## config.mk

```make
export PLATFORM = sky130hd
export DESIGN_NAME = date_validate_and_day_difference_top
export DESIGN_NICKNAME = d
export VERILOG_FILES = /design/src/rtl/rdd_pkg.sv /design/src/rtl/date_validate_and_day_difference_top.sv /design/src/rtl/rdd_date_unit.sv /design/src/rtl/rdd_compare.sv
export SDC_FILE = /design/constraint.sdc
export NUM_CORES = 2
export LEC_CHECK = 0
export BUFFER_PORTS_ARGS = -buffer_cell sky130_fd_sc_hd__buf_2
export CAP_MARGIN = 20
export CORE_ASPECT_RATIO = 0.8
export CORE_UTILIZATION = 60
export CTS_BUF_LIST = sky130_fd_sc_hd__clkbuf_8 sky130_fd_sc_hd__clkbuf_16
export DETAILED_ROUTE_END_ITERATION = 6
export PLACE_DENSITY = 0.8
export SYNTH_ARGS = -nofsm -noshare
export SYNTH_HDL_FRONTEND = slang
export SYNTH_SLANG_ARGS = --single-unit
```

## constraint.sdc

```tcl
create_clock -name i_clk -period 31 [get_ports i_clk]
set_clock_uncertainty 0.05 [all_clocks]
set_input_delay 4.65 -clock i_clk [delete_from_list [all_inputs] [get_ports i_clk]]
set_output_delay 4.65 -clock i_clk [all_outputs]
set_load 0.05 [all_outputs]
```

## src/rtl/rdd_pkg.sv

```systemverilog
`default_nettype none
// ----------------------------------------------------------------------------
// rdd_pkg
// Shared types, constants and helper functions for the date check and
// day difference block.
// ----------------------------------------------------------------------------
package rdd_pkg;

    // Field widths.
    localparam int YearW   = 14;
    localparam int MonthW  = 4;
    localparam int DayW    = 5;
    localparam int StatusW = 2;
    localparam int DiffW   = 23;
    localparam int DayNumW = 24;
    localparam int CfgIdxW = 1;

    // Status codes, in order of check precedence.
    localparam logic [StatusW-1:0] StatusOk       = 2'd0;
    localparam logic [StatusW-1:0] StatusYearBad  = 2'd1;
    localparam logic [StatusW-1:0] StatusMonthBad = 2'd2;
    localparam logic [StatusW-1:0] StatusDayBad   = 2'd3;

    // Configuration register indexes.
    localparam logic [CfgIdxW-1:0] CfgMinYear     = 1'b0;
    localparam logic [CfgIdxW-1:0] CfgCurrentYear = 1'b1;

    // Register reset values.
    localparam logic [YearW-1:0] MinYearReset     = 14'd1500;
    localparam logic [YearW-1:0] CurrentYearReset = 14'd2021;

    // Saturation limits of the difference output.
    localparam logic signed [DayNumW:0] DiffMaxWide = 25'sd4194303;
    localparam logic signed [DayNumW:0] DiffMinWide = -25'sd4194304;
    localparam logic [DiffW-1:0]        DiffMax     = 23'h3FFFFF;
    localparam logic [DiffW-1:0]        DiffMin     = 23'h400000;

    // Per-date result handed from the date unit to the compare stage.
    typedef struct packed {
        logic [StatusW-1:0]        status;
        logic signed [DayNumW-1:0] day_num;
    } t_date_res;

    // Length of a month in a common year; meaningless codes give zero.
    function automatic logic [DayW-1:0] month_len(input logic [MonthW-1:0] m);
        logic [DayW-1:0] len;
        case (m)
            4'd1, 4'd3, 4'd5, 4'd7, 4'd8, 4'd10, 4'd12: len = 5'd31;
            4'd4, 4'd6, 4'd9, 4'd11:                    len = 5'd30;
            4'd2:                                       len = 5'd28;
            default:                                    len = 5'd0;
        endcase
        return len;
    endfunction

    // Days before the month in a March-based year, (153*m - 457) / 5,
    // where January and February (and month zero) count as months 13, 14
    // and 12 of the year before.
    function automatic logic [8:0] month_offset(input logic [MonthW-1:0] m);
        logic [8:0] off;
        case (m)
            4'd0:    off = 9'd275;
            4'd1:    off = 9'd306;
            4'd2:    off = 9'd337;
            4'd3:    off = 9'd0;
            4'd4:    off = 9'd31;
            4'd5:    off = 9'd61;
            4'd6:    off = 9'd92;
            4'd7:    off = 9'd122;
            4'd8:    off = 9'd153;
            4'd9:    off = 9'd184;
            4'd10:   off = 9'd214;
            4'd11:   off = 9'd245;
            4'd12:   off = 9'd275;
            4'd13:   off = 9'd306;
            4'd14:   off = 9'd337;
            4'd15:   off = 9'd367;
            default: off = 9'd0;
        endcase
        return off;
    endfunction

    // Quotient by 100 through a reciprocal multiply; exact for all 14-bit values.
    function automatic logic [7:0] div100(input logic [YearW-1:0] x);
        logic [26:0] prod;
        prod = 27'(x) * 27'd5243;
        return prod[26:19];
    endfunction

endpackage
`default_nettype wire

```

## src/rtl/date_validate_and_day_difference_top.sv

```systemverilog
`default_nettype none
// ----------------------------------------------------------------------------
// date_validate_and_day_difference_top
// Checks two Gregorian dates and gives their day-number difference.
// ----------------------------------------------------------------------------
// Each transfer carries two dates. Both are checked (year window, then month,
// then day against the Gregorian month length) and converted to Rata Die day
// numbers; the result carries both status codes, the saturated difference
// A minus B and equal/earlier/later flags. The block takes one transfer every
// clock cycle while the output is not stalled. An accepted item is held in the
// input register while the date checks, conversions and compare are worked out
// in the logic after it; its result is captured in the result register and
// presented from there. Both registers may hold an item while the
// output is stalled. The year window registers are written through the
// plain configuration port and should only change while the block is empty.
// ----------------------------------------------------------------------------
module date_validate_and_day_difference_top (
    input  wire logic                          i_clk,
    input  wire logic                          i_rst_n,
    // Configuration port
    input  wire logic                          i_cfg_we,
    input  wire logic [rdd_pkg::CfgIdxW-1:0]   i_cfg_index,
    input  wire logic [rdd_pkg::YearW-1:0]     i_cfg_data,
    // Input channel
    input  wire logic                          i_in_valid,
    output logic                               o_in_stall,
    input  wire logic [rdd_pkg::YearW-1:0]     i_year_a,
    input  wire logic [rdd_pkg::MonthW-1:0]    i_month_a,
    input  wire logic [rdd_pkg::DayW-1:0]      i_day_a,
    input  wire logic [rdd_pkg::YearW-1:0]     i_year_b,
    input  wire logic [rdd_pkg::MonthW-1:0]    i_month_b,
    input  wire logic [rdd_pkg::DayW-1:0]      i_day_b,
    // Output channel
    output logic                               o_out_valid,
    input  wire logic                          i_out_stall,
    output logic [rdd_pkg::StatusW-1:0]        o_status_a,
    output logic [rdd_pkg::StatusW-1:0]        o_status_b,
    output logic signed [rdd_pkg::DiffW-1:0]   o_day_difference,
    output logic                               o_dates_equal,
    output logic                               o_first_earlier,
    output logic                               o_first_later
);

    logic [rdd_pkg::YearW-1:0]  r_min_year;
    logic [rdd_pkg::YearW-1:0]  r_current_year;

    logic                       r_in_valid;
    logic [rdd_pkg::YearW-1:0]  r_year_a;
    logic [rdd_pkg::MonthW-1:0] r_month_a;
    logic [rdd_pkg::DayW-1:0]   r_day_a;
    logic [rdd_pkg::YearW-1:0]  r_year_b;
    logic [rdd_pkg::MonthW-1:0] r_month_b;
    logic [rdd_pkg::DayW-1:0]   r_day_b;

    logic                       r_out_valid;
    logic [rdd_pkg::StatusW-1:0] r_status_a;
    logic [rdd_pkg::StatusW-1:0] r_status_b;
    logic [rdd_pkg::DiffW-1:0]  r_diff;
    logic                       r_equal;
    logic                       r_earlier;
    logic                       r_later;

    logic                       out_adv;
    logic                       in_take;
    rdd_pkg::t_date_res         res_a;
    rdd_pkg::t_date_res         res_b;
    logic [rdd_pkg::DiffW-1:0]  n_diff;
    logic                       n_equal;
    logic                       n_earlier;
    logic                       n_later;

    // Configuration registers.
    always_ff @(posedge i_clk) begin
        if (!i_rst_n) begin
            r_min_year     <= rdd_pkg::MinYearReset;
            r_current_year <= rdd_pkg::CurrentYearReset;
        end else if (i_cfg_we) begin
            case (i_cfg_index)
                rdd_pkg::CfgMinYear:     r_min_year     <= i_cfg_data;
                rdd_pkg::CfgCurrentYear: r_current_year <= i_cfg_data;
                default: ;
            endcase
        end
    end

    // Flow control: the result register frees when empty or taken, and the
    // input register frees when empty or moving on.
    assign out_adv    = !r_out_valid || !i_out_stall;
    assign o_in_stall = r_in_valid && !out_adv;
    assign in_take    = i_in_valid && !o_in_stall;

    // Input register.
    always_ff @(posedge i_clk) begin
        if (!i_rst_n) begin
            r_in_valid <= 1'b0;
        end else if (!r_in_valid || out_adv) begin
            r_in_valid <= i_in_valid;
        end
    end

    always_ff @(posedge i_clk) begin
        if (in_take) begin
            r_year_a  <= i_year_a;
            r_month_a <= i_month_a;
            r_day_a   <= i_day_a;
            r_year_b  <= i_year_b;
            r_month_b <= i_month_b;
            r_day_b   <= i_day_b;
        end
    end

    // Date checks and conversions.
    rdd_date_unit u_date_a (
        .i_year         (r_year_a),
        .i_month        (r_month_a),
        .i_day          (r_day_a),
        .i_min_year     (r_min_year),
        .i_current_year (r_current_year),
        .o_res          (res_a)
    );

    rdd_date_unit u_date_b (
        .i_year         (r_year_b),
        .i_month        (r_month_b),
        .i_day          (r_day_b),
        .i_min_year     (r_min_year),
        .i_current_year (r_current_year),
        .o_res          (res_b)
    );

    // Difference and ordering.
    rdd_compare u_compare (
        .i_num_a   (res_a.day_num),
        .i_num_b   (res_b.day_num),
        .o_diff    (n_diff),
        .o_equal   (n_equal),
        .o_earlier (n_earlier),
        .o_later   (n_later)
    );

    // Result register.
    always_ff @(posedge i_clk) begin
        if (!i_rst_n) begin
            r_out_valid <= 1'b0;
        end else if (out_adv) begin
            r_out_valid <= r_in_valid;
        end
    end

    always_ff @(posedge i_clk) begin
        if (out_adv && r_in_valid) begin
            r_status_a <= res_a.status;
            r_status_b <= res_b.status;
            r_diff     <= n_diff;
            r_equal    <= n_equal;
            r_earlier  <= n_earlier;
            r_later    <= n_later;
        end
    end

    assign o_out_valid      = r_out_valid;
    assign o_status_a       = r_status_a;
    assign o_status_b       = r_status_b;
    assign o_day_difference = r_diff;
    assign o_dates_equal    = r_equal;
    assign o_first_earlier  = r_earlier;
    assign o_first_later    = r_later;

endmodule
`default_nettype wire

```

## src/rtl/rdd_date_unit.sv

```systemverilog
`default_nettype none
// ----------------------------------------------------------------------------
// rdd_date_unit
// Checks one date against the year window, the month range and the month
// length, and converts it to a Rata Die day number.
// ----------------------------------------------------------------------------
module rdd_date_unit (
    input  wire logic [rdd_pkg::YearW-1:0]  i_year,
    input  wire logic [rdd_pkg::MonthW-1:0] i_month,
    input  wire logic [rdd_pkg::DayW-1:0]   i_day,
    input  wire logic [rdd_pkg::YearW-1:0]  i_min_year,
    input  wire logic [rdd_pkg::YearW-1:0]  i_current_year,
    output rdd_pkg::t_date_res              o_res
);

    logic                                wrap;
    logic signed [rdd_pkg::YearW+1:0]    year_adj;
    logic [rdd_pkg::YearW-1:0]           year_pos;
    logic [rdd_pkg::YearW-3:0]           q4;
    logic [7:0]                          q100;
    logic [5:0]                          q400;
    logic signed [rdd_pkg::DayNumW-1:0]  year_days;
    logic signed [rdd_pkg::DayNumW-1:0]  day_num;
    logic [7:0]                          q100_raw;
    logic [rdd_pkg::YearW-1:0]           rem100;
    logic                                leap;
    logic [rdd_pkg::DayW-1:0]            len;
    logic                                year_bad;
    logic                                month_bad;
    logic                                day_bad;

    // January, February and month zero belong to the year before.
    assign wrap     = (i_month < 4'd3);
    assign year_adj = wrap ? ($signed({2'b00, i_year}) - 16'sd1)
                           : $signed({2'b00, i_year});
    // Only year zero can go negative, and its quotients all truncate to zero.
    assign year_pos = year_adj[rdd_pkg::YearW+1] ? '0 : year_adj[rdd_pkg::YearW-1:0];

    // Leap-year corrections from the adjusted year.
    assign q4   = year_pos[rdd_pkg::YearW-1:2];
    assign q100 = rdd_pkg::div100(year_pos);
    assign q400 = q100[7:2];

    // Day number: 365*y + y/4 - y/100 + y/400 + month offset + day - 306.
    assign year_days = $signed({{(rdd_pkg::DayNumW-rdd_pkg::YearW-2){year_adj[rdd_pkg::YearW+1]}},
                                year_adj}) * 24'sd365;
    assign day_num = year_days
                   + $signed(24'(q4))
                   - $signed(24'(q100))
                   + $signed(24'(q400))
                   + $signed(24'(rdd_pkg::month_offset(i_month)))
                   + $signed(24'(i_day))
                   - 24'sd306;

    // Gregorian leap rule on the year as given.
    assign q100_raw = rdd_pkg::div100(i_year);
    assign rem100   = i_year - (14'(q100_raw) * 14'd100);
    assign leap     = (i_year[1:0] == 2'b00) && ((rem100 != '0) || (q100_raw[1:0] == 2'b00));

    // Month length with the February leap day.
    assign len = rdd_pkg::month_len(i_month) + 5'((i_month == 4'd2) && leap);

    // Checks, first failure wins.
    assign year_bad  = (i_year < i_min_year) ||
                       ({1'b0, i_year} > ({1'b0, i_current_year} + 15'd1));
    assign month_bad = (i_month == 4'd0) || (i_month > 4'd12);
    assign day_bad   = (i_day == 5'd0) || (i_day > len);

    always_comb begin
        if (year_bad) begin
            o_res.status = rdd_pkg::StatusYearBad;
        end else if (month_bad) begin
            o_res.status = rdd_pkg::StatusMonthBad;
        end else if (day_bad) begin
            o_res.status = rdd_pkg::StatusDayBad;
        end else begin
            o_res.status = rdd_pkg::StatusOk;
        end
        o_res.day_num = day_num;
    end

endmodule
`default_nettype wire

```

## src/rtl/rdd_compare.sv

```systemverilog
`default_nettype none
// ----------------------------------------------------------------------------
// rdd_compare
// Subtracts the two day numbers, saturates the difference to the output
// range and derives the ordering flags from the full-width day numbers.
// ----------------------------------------------------------------------------
module rdd_compare (
    input  wire logic signed [rdd_pkg::DayNumW-1:0] i_num_a,
    input  wire logic signed [rdd_pkg::DayNumW-1:0] i_num_b,
    output logic [rdd_pkg::DiffW-1:0]               o_diff,
    output logic                                    o_equal,
    output logic                                    o_earlier,
    output logic                                    o_later
);

    logic signed [rdd_pkg::DayNumW:0] diff;

    // Full difference with one guard bit.
    assign diff = $signed({i_num_a[rdd_pkg::DayNumW-1], i_num_a})
                - $signed({i_num_b[rdd_pkg::DayNumW-1], i_num_b});

    // Clamp to the output range.
    always_comb begin
        if (diff > rdd_pkg::DiffMaxWide) begin
            o_diff = rdd_pkg::DiffMax;
        end else if (diff < rdd_pkg::DiffMinWide) begin
            o_diff = rdd_pkg::DiffMin;
        end else begin
            o_diff = diff[rdd_pkg::DiffW-1:0];
        end
    end

    // Ordering flags.
    assign o_equal   = (i_num_a == i_num_b);
    assign o_earlier = (i_num_a < i_num_b);
    assign o_later   = (i_num_a > i_num_b);

endmodule
`default_nettype wire
```

# [Word-level counts from Yosys, hierarchy flattened]
# Memories as Yosys holds them, arrays and structs flattened. A register that Yosys moved wholly into a read port is not among the register bits.
# Cells that the tools add are included.
[op_classes] muxes=13 reduce_logical=34 n_div=0 shift=0 order_cmp=14 multipliers=8 eq_ne=3 addsub=20 bitwise=1
[op_table] operator="multiplier 14 x 13 -> 27 bit, second input constant" count=4
[op_table] operator="adder 24 x 10 -> 24 bit" count=2
[op_table] operator="adder 24 x 13 -> 24 bit" count=2
[op_table] operator="adder 24 x 6 -> 24 bit" count=2
[op_table] operator="adder 24 x 7 -> 24 bit" count=2
[op_table] operator="multiplier 16 x 10 -> 24 bit, second input constant" count=2
[op_table] operator="subtractor 24 x 10 -> 24 bit, second input constant" count=2
[op_table] operator="subtractor 24 x 9 -> 24 bit" count=2
[op_table] operator="two-way mux 16 bit" count=2
[op_table] operator="> comparator 14 x 15 -> 1 bit" count=2
[op_table] operator="subtractor 14 x 1 -> 15 bit, second input constant" count=2
[op_table] operator="< comparator 14 bit" count=2
[op_table] operator="two-way mux 14 bit" count=2
[op_table] operator="nonzero test 14 bit" count=2
[op_table] operator="subtractor 14 bit" count=2
[op_table] operator="> comparator 25 x 23 -> 1 bit, second input constant" count=1
[op_table] operator="< comparator 25 x 23 -> 1 bit, second input constant" count=1
[op_table] operator="subtractor 24 x 24 -> 25 bit" count=1
[op_table] operator="== test 24 bit" count=1
[op_table] operator="> comparator 24 bit" count=1
[op_table] operator="< comparator 24 bit" count=1
[op_table] operator="multiplier 8 x 5 -> 12 bit, second input constant" count=2
[op_table] operator="two-way mux 23 bit" count=1
[op_table] operator="two-way mux 4 bit" count=4
[op_table] operator="other kinds (15)" count=48
[word_totals] latch_bits=0 output_inout_bits=32 ram_bits=0 rom_bits=448 elab_cells=113 reg_bits=106 n_memories=4
[mem_list] memory="(no name shown)" depth=16 width=9 rd=1 rd_clocked_by_memory_dff=1 wr=0 line="rdd_pkg.sv:61" text="case (m)"
[mem_list] memory="(no name shown)" depth=16 width=9 rd=1 rd_clocked_by_memory_dff=1 wr=0 line="rdd_pkg.sv:61"
[mem_list] memory="(no name shown)" depth=16 width=5 rd=1 rd_clocked_by_memory_dff=1 wr=0 line="rdd_pkg.sv:47" text="case (m)"
[mem_list] memory="(no name shown)" depth=16 width=5 rd=1 rd_clocked_by_memory_dff=1 wr=0 line="rdd_pkg.sv:47"

# [Depth between registers and ports, before layout]
[logic_depth] word_depth=12 depth_mapped=61 ltp_nobuf=60

# [Modules after synthesis]
# From an unflattened synthesis, not the netlist that was laid out.
[unflattened] cells_unflattened=3482 area_unflattened_um2=33419.6
[by_module_without_submodules] module="rdd_date_unit (u_date_b)" area_each_um2=14174.8 n_inst=1 cells_each=1540 seq_area_each_um2=0.0
[by_module_without_submodules] module="rdd_date_unit (u_date_a)" area_each_um2=14014.7 n_inst=1 cells_each=1510 seq_area_each_um2=0.0
[by_module_without_submodules] module="date_validate_and_day_difference_top" area_each_um2=3601.0 n_inst=1 cells_each=208 seq_area_each_um2=2882.8
[by_module_without_submodules] module="rdd_compare" area_each_um2=1629.1 n_inst=1 cells_each=224 seq_area_each_um2=0.0

# [Worst setup path after synthesis]
# OpenSTA, ideal clock, no wires.
[synth_path] kind="reg-to-reg" from="reg r_year_a[2] in the netlist's numbering" to="reg r_diff (netlist bit o_day_difference[12]) (data pin)" setup_slack_ns=17.192 path_stages_with_launch=57 required_ns=30.692 arrival_time_ns=13.500 n_path_buf=1 cell_sequence="edfxtp_1 > inv_1 > ha_1 > a21boi_0 > o21ai_0 > nand2_1 > nand2_1 > a21oi_1 > and2_1 > nand2_1 > xnor2_1 > ha_1 > fa_1 > ha_1 > inv_1 > fa_1 > fa_1 > fa_1 > [21 not listed] > a2111oi_0 > nor3_1 > a41o_1 > o221a_2 > a21o_1 > a21oi_1 > xnor2_1 > ha_1 > and2_1 > a21oi_1 > a21oi_1 > nor2b_1 > o21a_1 > o31ai_1 > o211ai_1 > a221oi_2 > buf_6 > o21ai_2"
[synth_between] elab_chain_len=12
[synth_lines] item="from (decl)" line="date_validate_and_day_difference_top.sv:48" text="logic [rdd_pkg::YearW-1:0] r_year_a;"
[synth_lines] item="from (signal assigned)" line="date_validate_and_day_difference_top.sv:103" text="r_year_a <= i_year_a;"
[synth_lines] item="subtractor 14 x 1 -> 15 bit" line="rdd_date_unit.sv:34" text="assign year_adj = wrap ? ($signed({2'b00, i_year}) - 16'sd1)"
[synth_lines] item="two-way mux 16 bit (*)" line="rdd_date_unit.sv:34"
[synth_lines] item="multiplier 16 x 10 -> 24 bit / two-way mux 14 bit (equally long branches)" line="rdd_date_unit.sv:46, rdd_date_unit.sv:37"
[synth_lines] item="adder 24 x 13 -> 24 bit / multiplier 14 x 13 -> 27 bit (equally long branches)" line="rdd_date_unit.sv:48, rdd_pkg.sv:86"
[synth_lines] item="subtractor 24 x 9 -> 24 bit" line="rdd_date_unit.sv:49" text="- $signed(24'(q100))"
[synth_lines] item="adder 24 x 7 -> 24 bit (*)" line="rdd_date_unit.sv:50" text="+ $signed(24'(q400))"
[synth_lines] item="adder 24 x 10 -> 24 bit (*)" line="rdd_date_unit.sv:51" text="+ $signed(24'(rdd_pkg::month_offset(i_month)))"
[synth_lines] item="adder 24 x 6 -> 24 bit (*)" line="rdd_date_unit.sv:52" text="+ $signed(24'(i_day))"
[synth_lines] item="subtractor 24 x 10 -> 24 bit (*)" line="rdd_date_unit.sv:53" text="- 24'sd306;"
[synth_lines] item="subtractor 24 x 24 -> 25 bit (*)" line="rdd_compare.sv:20" text="- $signed({i_num_b[rdd_pkg::DayNumW-1], i_num_b});"
[synth_lines] item="< comparator 25 x 23 -> 1 bit" line="rdd_compare.sv:26" text="end else if (diff < rdd_pkg::DiffMinWide) begin"
[synth_lines] item="two-way mux 23 bit" line="rdd_compare.sv:26"
[synth_lines] item="to (signal assigned)" line="date_validate_and_day_difference_top.sv:154" text="r_diff <= n_diff;"
[synth_lines] item="to (decl)" line="date_validate_and_day_difference_top.sv:58" text="logic [rdd_pkg::DiffW-1:0] r_diff;"
# Every way passes the cells marked *; elsewhere a longest branch is shown, timed or not.
# A chain may end at the register's enable or synchronous reset.

# [Worst setup path after layout]
[layout_path] from="reg r_year_b[3] in the netlist's numbering" to="reg r_diff (netlist bit o_day_difference[2]) (data pin)"
[layout_between] elab_chain_len=12
[layout_lines] item="from (decl)" line="date_validate_and_day_difference_top.sv:51" text="logic [rdd_pkg::YearW-1:0] r_year_b;"
[layout_lines] item="from (signal assigned)" line="date_validate_and_day_difference_top.sv:106" text="r_year_b <= i_year_b;"
[layout_lines] item="subtractor 14 x 1 -> 15 bit" line="rdd_date_unit.sv:34"
[layout_lines] item="two-way mux 16 bit (*)" line="rdd_date_unit.sv:34"
[layout_lines] item="multiplier 16 x 10 -> 24 bit / two-way mux 14 bit (equally long branches)" line="rdd_date_unit.sv:46, rdd_date_unit.sv:37"
[layout_lines] item="adder 24 x 13 -> 24 bit / multiplier 14 x 13 -> 27 bit (equally long branches)" line="rdd_date_unit.sv:48, rdd_pkg.sv:86"
[layout_lines] item="subtractor 24 x 9 -> 24 bit" line="rdd_date_unit.sv:49"
[layout_lines] item="adder 24 x 7 -> 24 bit (*)" line="rdd_date_unit.sv:50"
[layout_lines] item="adder 24 x 10 -> 24 bit (*)" line="rdd_date_unit.sv:51"
[layout_lines] item="adder 24 x 6 -> 24 bit (*)" line="rdd_date_unit.sv:52"
[layout_lines] item="subtractor 24 x 10 -> 24 bit (*)" line="rdd_date_unit.sv:53"
[layout_lines] item="subtractor 24 x 24 -> 25 bit (*)" line="rdd_compare.sv:20"
[layout_lines] item="< comparator 25 x 23 -> 1 bit" line="rdd_compare.sv:26"
[layout_lines] item="two-way mux 23 bit" line="rdd_compare.sv:26"
# Marked as above.

==> results.py <==
metrics = {
    "logic_synthesis": {
        "synth.avg_cell_area_um2": 9.49,
        "synth_area_leader_cell": "ha_1",
        "synth_cells": 3578,
        "async_flop_share_pct": 0,
        "ys.flop_type": "edfxtp_1",
        "synth_top_area_share_pct": 29.7,
        "yosys_warnings": 0,
        "syn-cell-area_um2": 34000,
        "ys_ff_latch": 130,
        "synth_area_leaders": "ha_1 30%, fa_1 28%, inv_1 11%",
        "synthesis.nets": 4917,
        "synth_edf_count": 76,
        "synth_cell_type_count": 79,
        "synth-seq-area-share_pct": 9.90,
    },
    "global_routing": {
        "grt_start_max_net_pins": 38,
        "first_global_vias": 24500,
        "grt_usage_pct": 28.1,
        "antenna_found_initial": 0,
        "grt_first_pass_wirelength_um": 127000,
        "grt-ovfl-total": 0,
    },
    "timing": {
        "timing.final.crit_period_ns": 15.81,
        "final_max_slew_viol_count": 0,
        "period_share_pct": 51.0,
        "tightest_slew_ns": 1.05,
        "final_hold_viol_count": 0,
        "setup_viol": 0,
        "rsz0062_at_grt": "false",
        "slew_headroom_pct": 29.5,
        "max_freq_mhz": 63.2,
        "finalSetupTns_ns": 0,
    },
    "critical_path": {
        "crit_top_cell": "inv_1",
        "worstPathMaxFanout": 22,
        "crit_type": "reg -> reg",
        "start_kind": "flip-flop",
        "critPathTopFamily": "adder cells",
        "cp-end-kind": "flip-flop",
        "slowest_delay_ns": 0.77,
        "worstPathRequired_ns": 31.15,
        "arrival_ns": 15.96,
        "crit_slowest_cell": "inv_1",
        "path_buf_inv": 12,
    },
    "clock_network": {
        "clockRootBuffer": "clkbuf_16",
        "clock_path_buffers": 2,
        "clk_latency_ns": 0.49,
        "cts_hold_buf": 0,
        "cts_tree": "yes",
        "clk_pin_slew_ns": 0.08,
        "cts-resized-gates": 0,
        "cts_max_level": 4,
        "cts.sinks": 130,
        "cts_buffers": 17,
        "postCtsSetupBuffers": 0,
    },
    "placement": {
        "post-dp-hpwl_um": 67000,
        "gp_congestion": 0.980,
        "io_buffers": 97,
    },
    "die": {
        "initial_utilization_pct": 61.1,
        "die_width_um": 268,
        "num_io_pins": 98,
        "coreArea_um2": 55600,
        "row_count": 77,
        "dieArea_um2": 57600,
        "die_h_um": 215,
    },
    "routing": {
        "highest_layer": "met4",
        "drt_iter0_drc": 1667,
        "wl_met1_um": 36200,
        "wl_met3_um": 6760,
        "viasPerCell": 5.45,
        "wl_met2_um": 32300,
        "wirelength_um": 76400,
        "drc": 0,
        "drtPass1Iterations": 7,
        "wire_per_inst_um": 17.2,
        "postRouteAntennaNets": 0,
        "vias": 24300,
    },
    "cells_and_area": {
        "layout_common_cells": "970 x inv_1, 806 x ha_1, 467 x fa_1",
        "n_fill_cell": 4397,
        "area_growth_syn_to_layout_pct": 6.25,
        "fin_nets": 5030,
        "final_common_cell": "inv_1",
        "diodes": 0,
        "drive_gt1_share_pct": 5.51,
    },
    "run_status": {
        "status": "completed",
    },
    "flow_run": {
        "max_cap_viol_count": 0,
    },
    "hold_path": {
        "min_path_type": "reg -> reg",
    },
}
==> kinds of logic after synthesis <==
kind of cell	after synthesis	share of synthesized area [%]
adder cells (fa/ha/maj)	1273	57.2
buffers and inverters	994	11.1
AND/OR/NAND/NOR	506	7.11
AO/OA/AOI/OAI	475	9.47
XOR/XNOR	187	4.86
flip-flops	130	9.90
multiplexers	13	0.387
==> layout make-up <==
cell class / instances / area (um^2) / share of cell area [%]
clock buffers: 17 / 425 / 1.18
clock inverters: 15 / 209 / 0.579
repair buffers: 117 / 636 / 1.76
multi-input cells: 2454 / 26900 / 74.5
well taps: 750 / 938 / 2.60
inverters: 971 / 3640 / 10.1
flip-flops and latches: 130 / 3360 / 9.32
==> stage by stage <==
step / utilization [%] / hold WS, ns / worst slack (ns) / cell area, um^2 / std cells
floorplan: - / 0.393 / 17.19 / 34000 / 3578
global placement: 63.8 / 0.401 / 15.68 / 35500 / 4422
detailed placement: 63.8 / 0.407 / 15.35 / 35500 / 4422
CTS: 64.9 / 0.418 / 15.27 / 36100 / 4454
global route: 64.9 / 0.443 / 14.14 / 36100 / 4454
finish: 64.9 / 0.419 / 15.19 / 36100 / 4454
==> layer usage <==
metal	up-vias	global-route usage, %
met5	-	0
met4	0	5.41
met3	77	6.38
met2	783	41.4
met1	11700	42.1
li1	11700	-
==> worst register-to-register path, delay by kind of cell, from the launching register on <==
family                   cells  cell delay [ns]
AND/OR/NAND/NOR              8             2.00
AO/OA/AOI/OAI               20             4.46
XOR/XNOR                     2             0.39
flip-flops                   1             0.63
adder cells (fa/ha/maj)     15             6.20
buffers and inverters       12             1.77
==> final timing paths <==
check                start                   to  slack [ns]  depth (start not counted)
max reg2reg    r_year_b[3]  o_day_difference[2]       15.19                         57
max            r_year_b[3]  o_day_difference[2]       15.19                         57
min reg2reg  r_min_year[5]        r_min_year[5]        0.42                          2
min          r_min_year[5]        r_min_year[5]        0.42                          2
==> Yosys cell counts, types with 5 or more instances <==
cell / count
o21bai_1: 23
and3_1: 24
o2111ai_1: 5
a21oi_1: 126
xor2_1: 60
inv_1: 971
nor4_1: 7
nor2_1: 100
nand2b_1: 22
a21boi_0: 22
or3_1: 7
fa_1: 467
o21ai_2: 19
nand4_1: 21
a2111oi_0: 6
nand2_1: 174
dfxtp_1: 54
a31oi_1: 14
mux2i_1: 12
nand3b_1: 5
ha_1: 806
o21ai_0: 70
o31ai_1: 10
o21ai_1: 7
clkbuf_1: 17
o211ai_1: 17
xnor2_1: 126
o21a_1: 28
edfxtp_1: 76
a211o_1: 9
nor3_1: 46
and2_1: 15
nand3_1: 36
a21o_1: 61
or2_2: 13
a211oi_1: 16
nor2b_1: 23
Power is left out: the tool's default activity adds up to more than one toggle a clock period on the data nets, which glitch-free logic cannot reach.
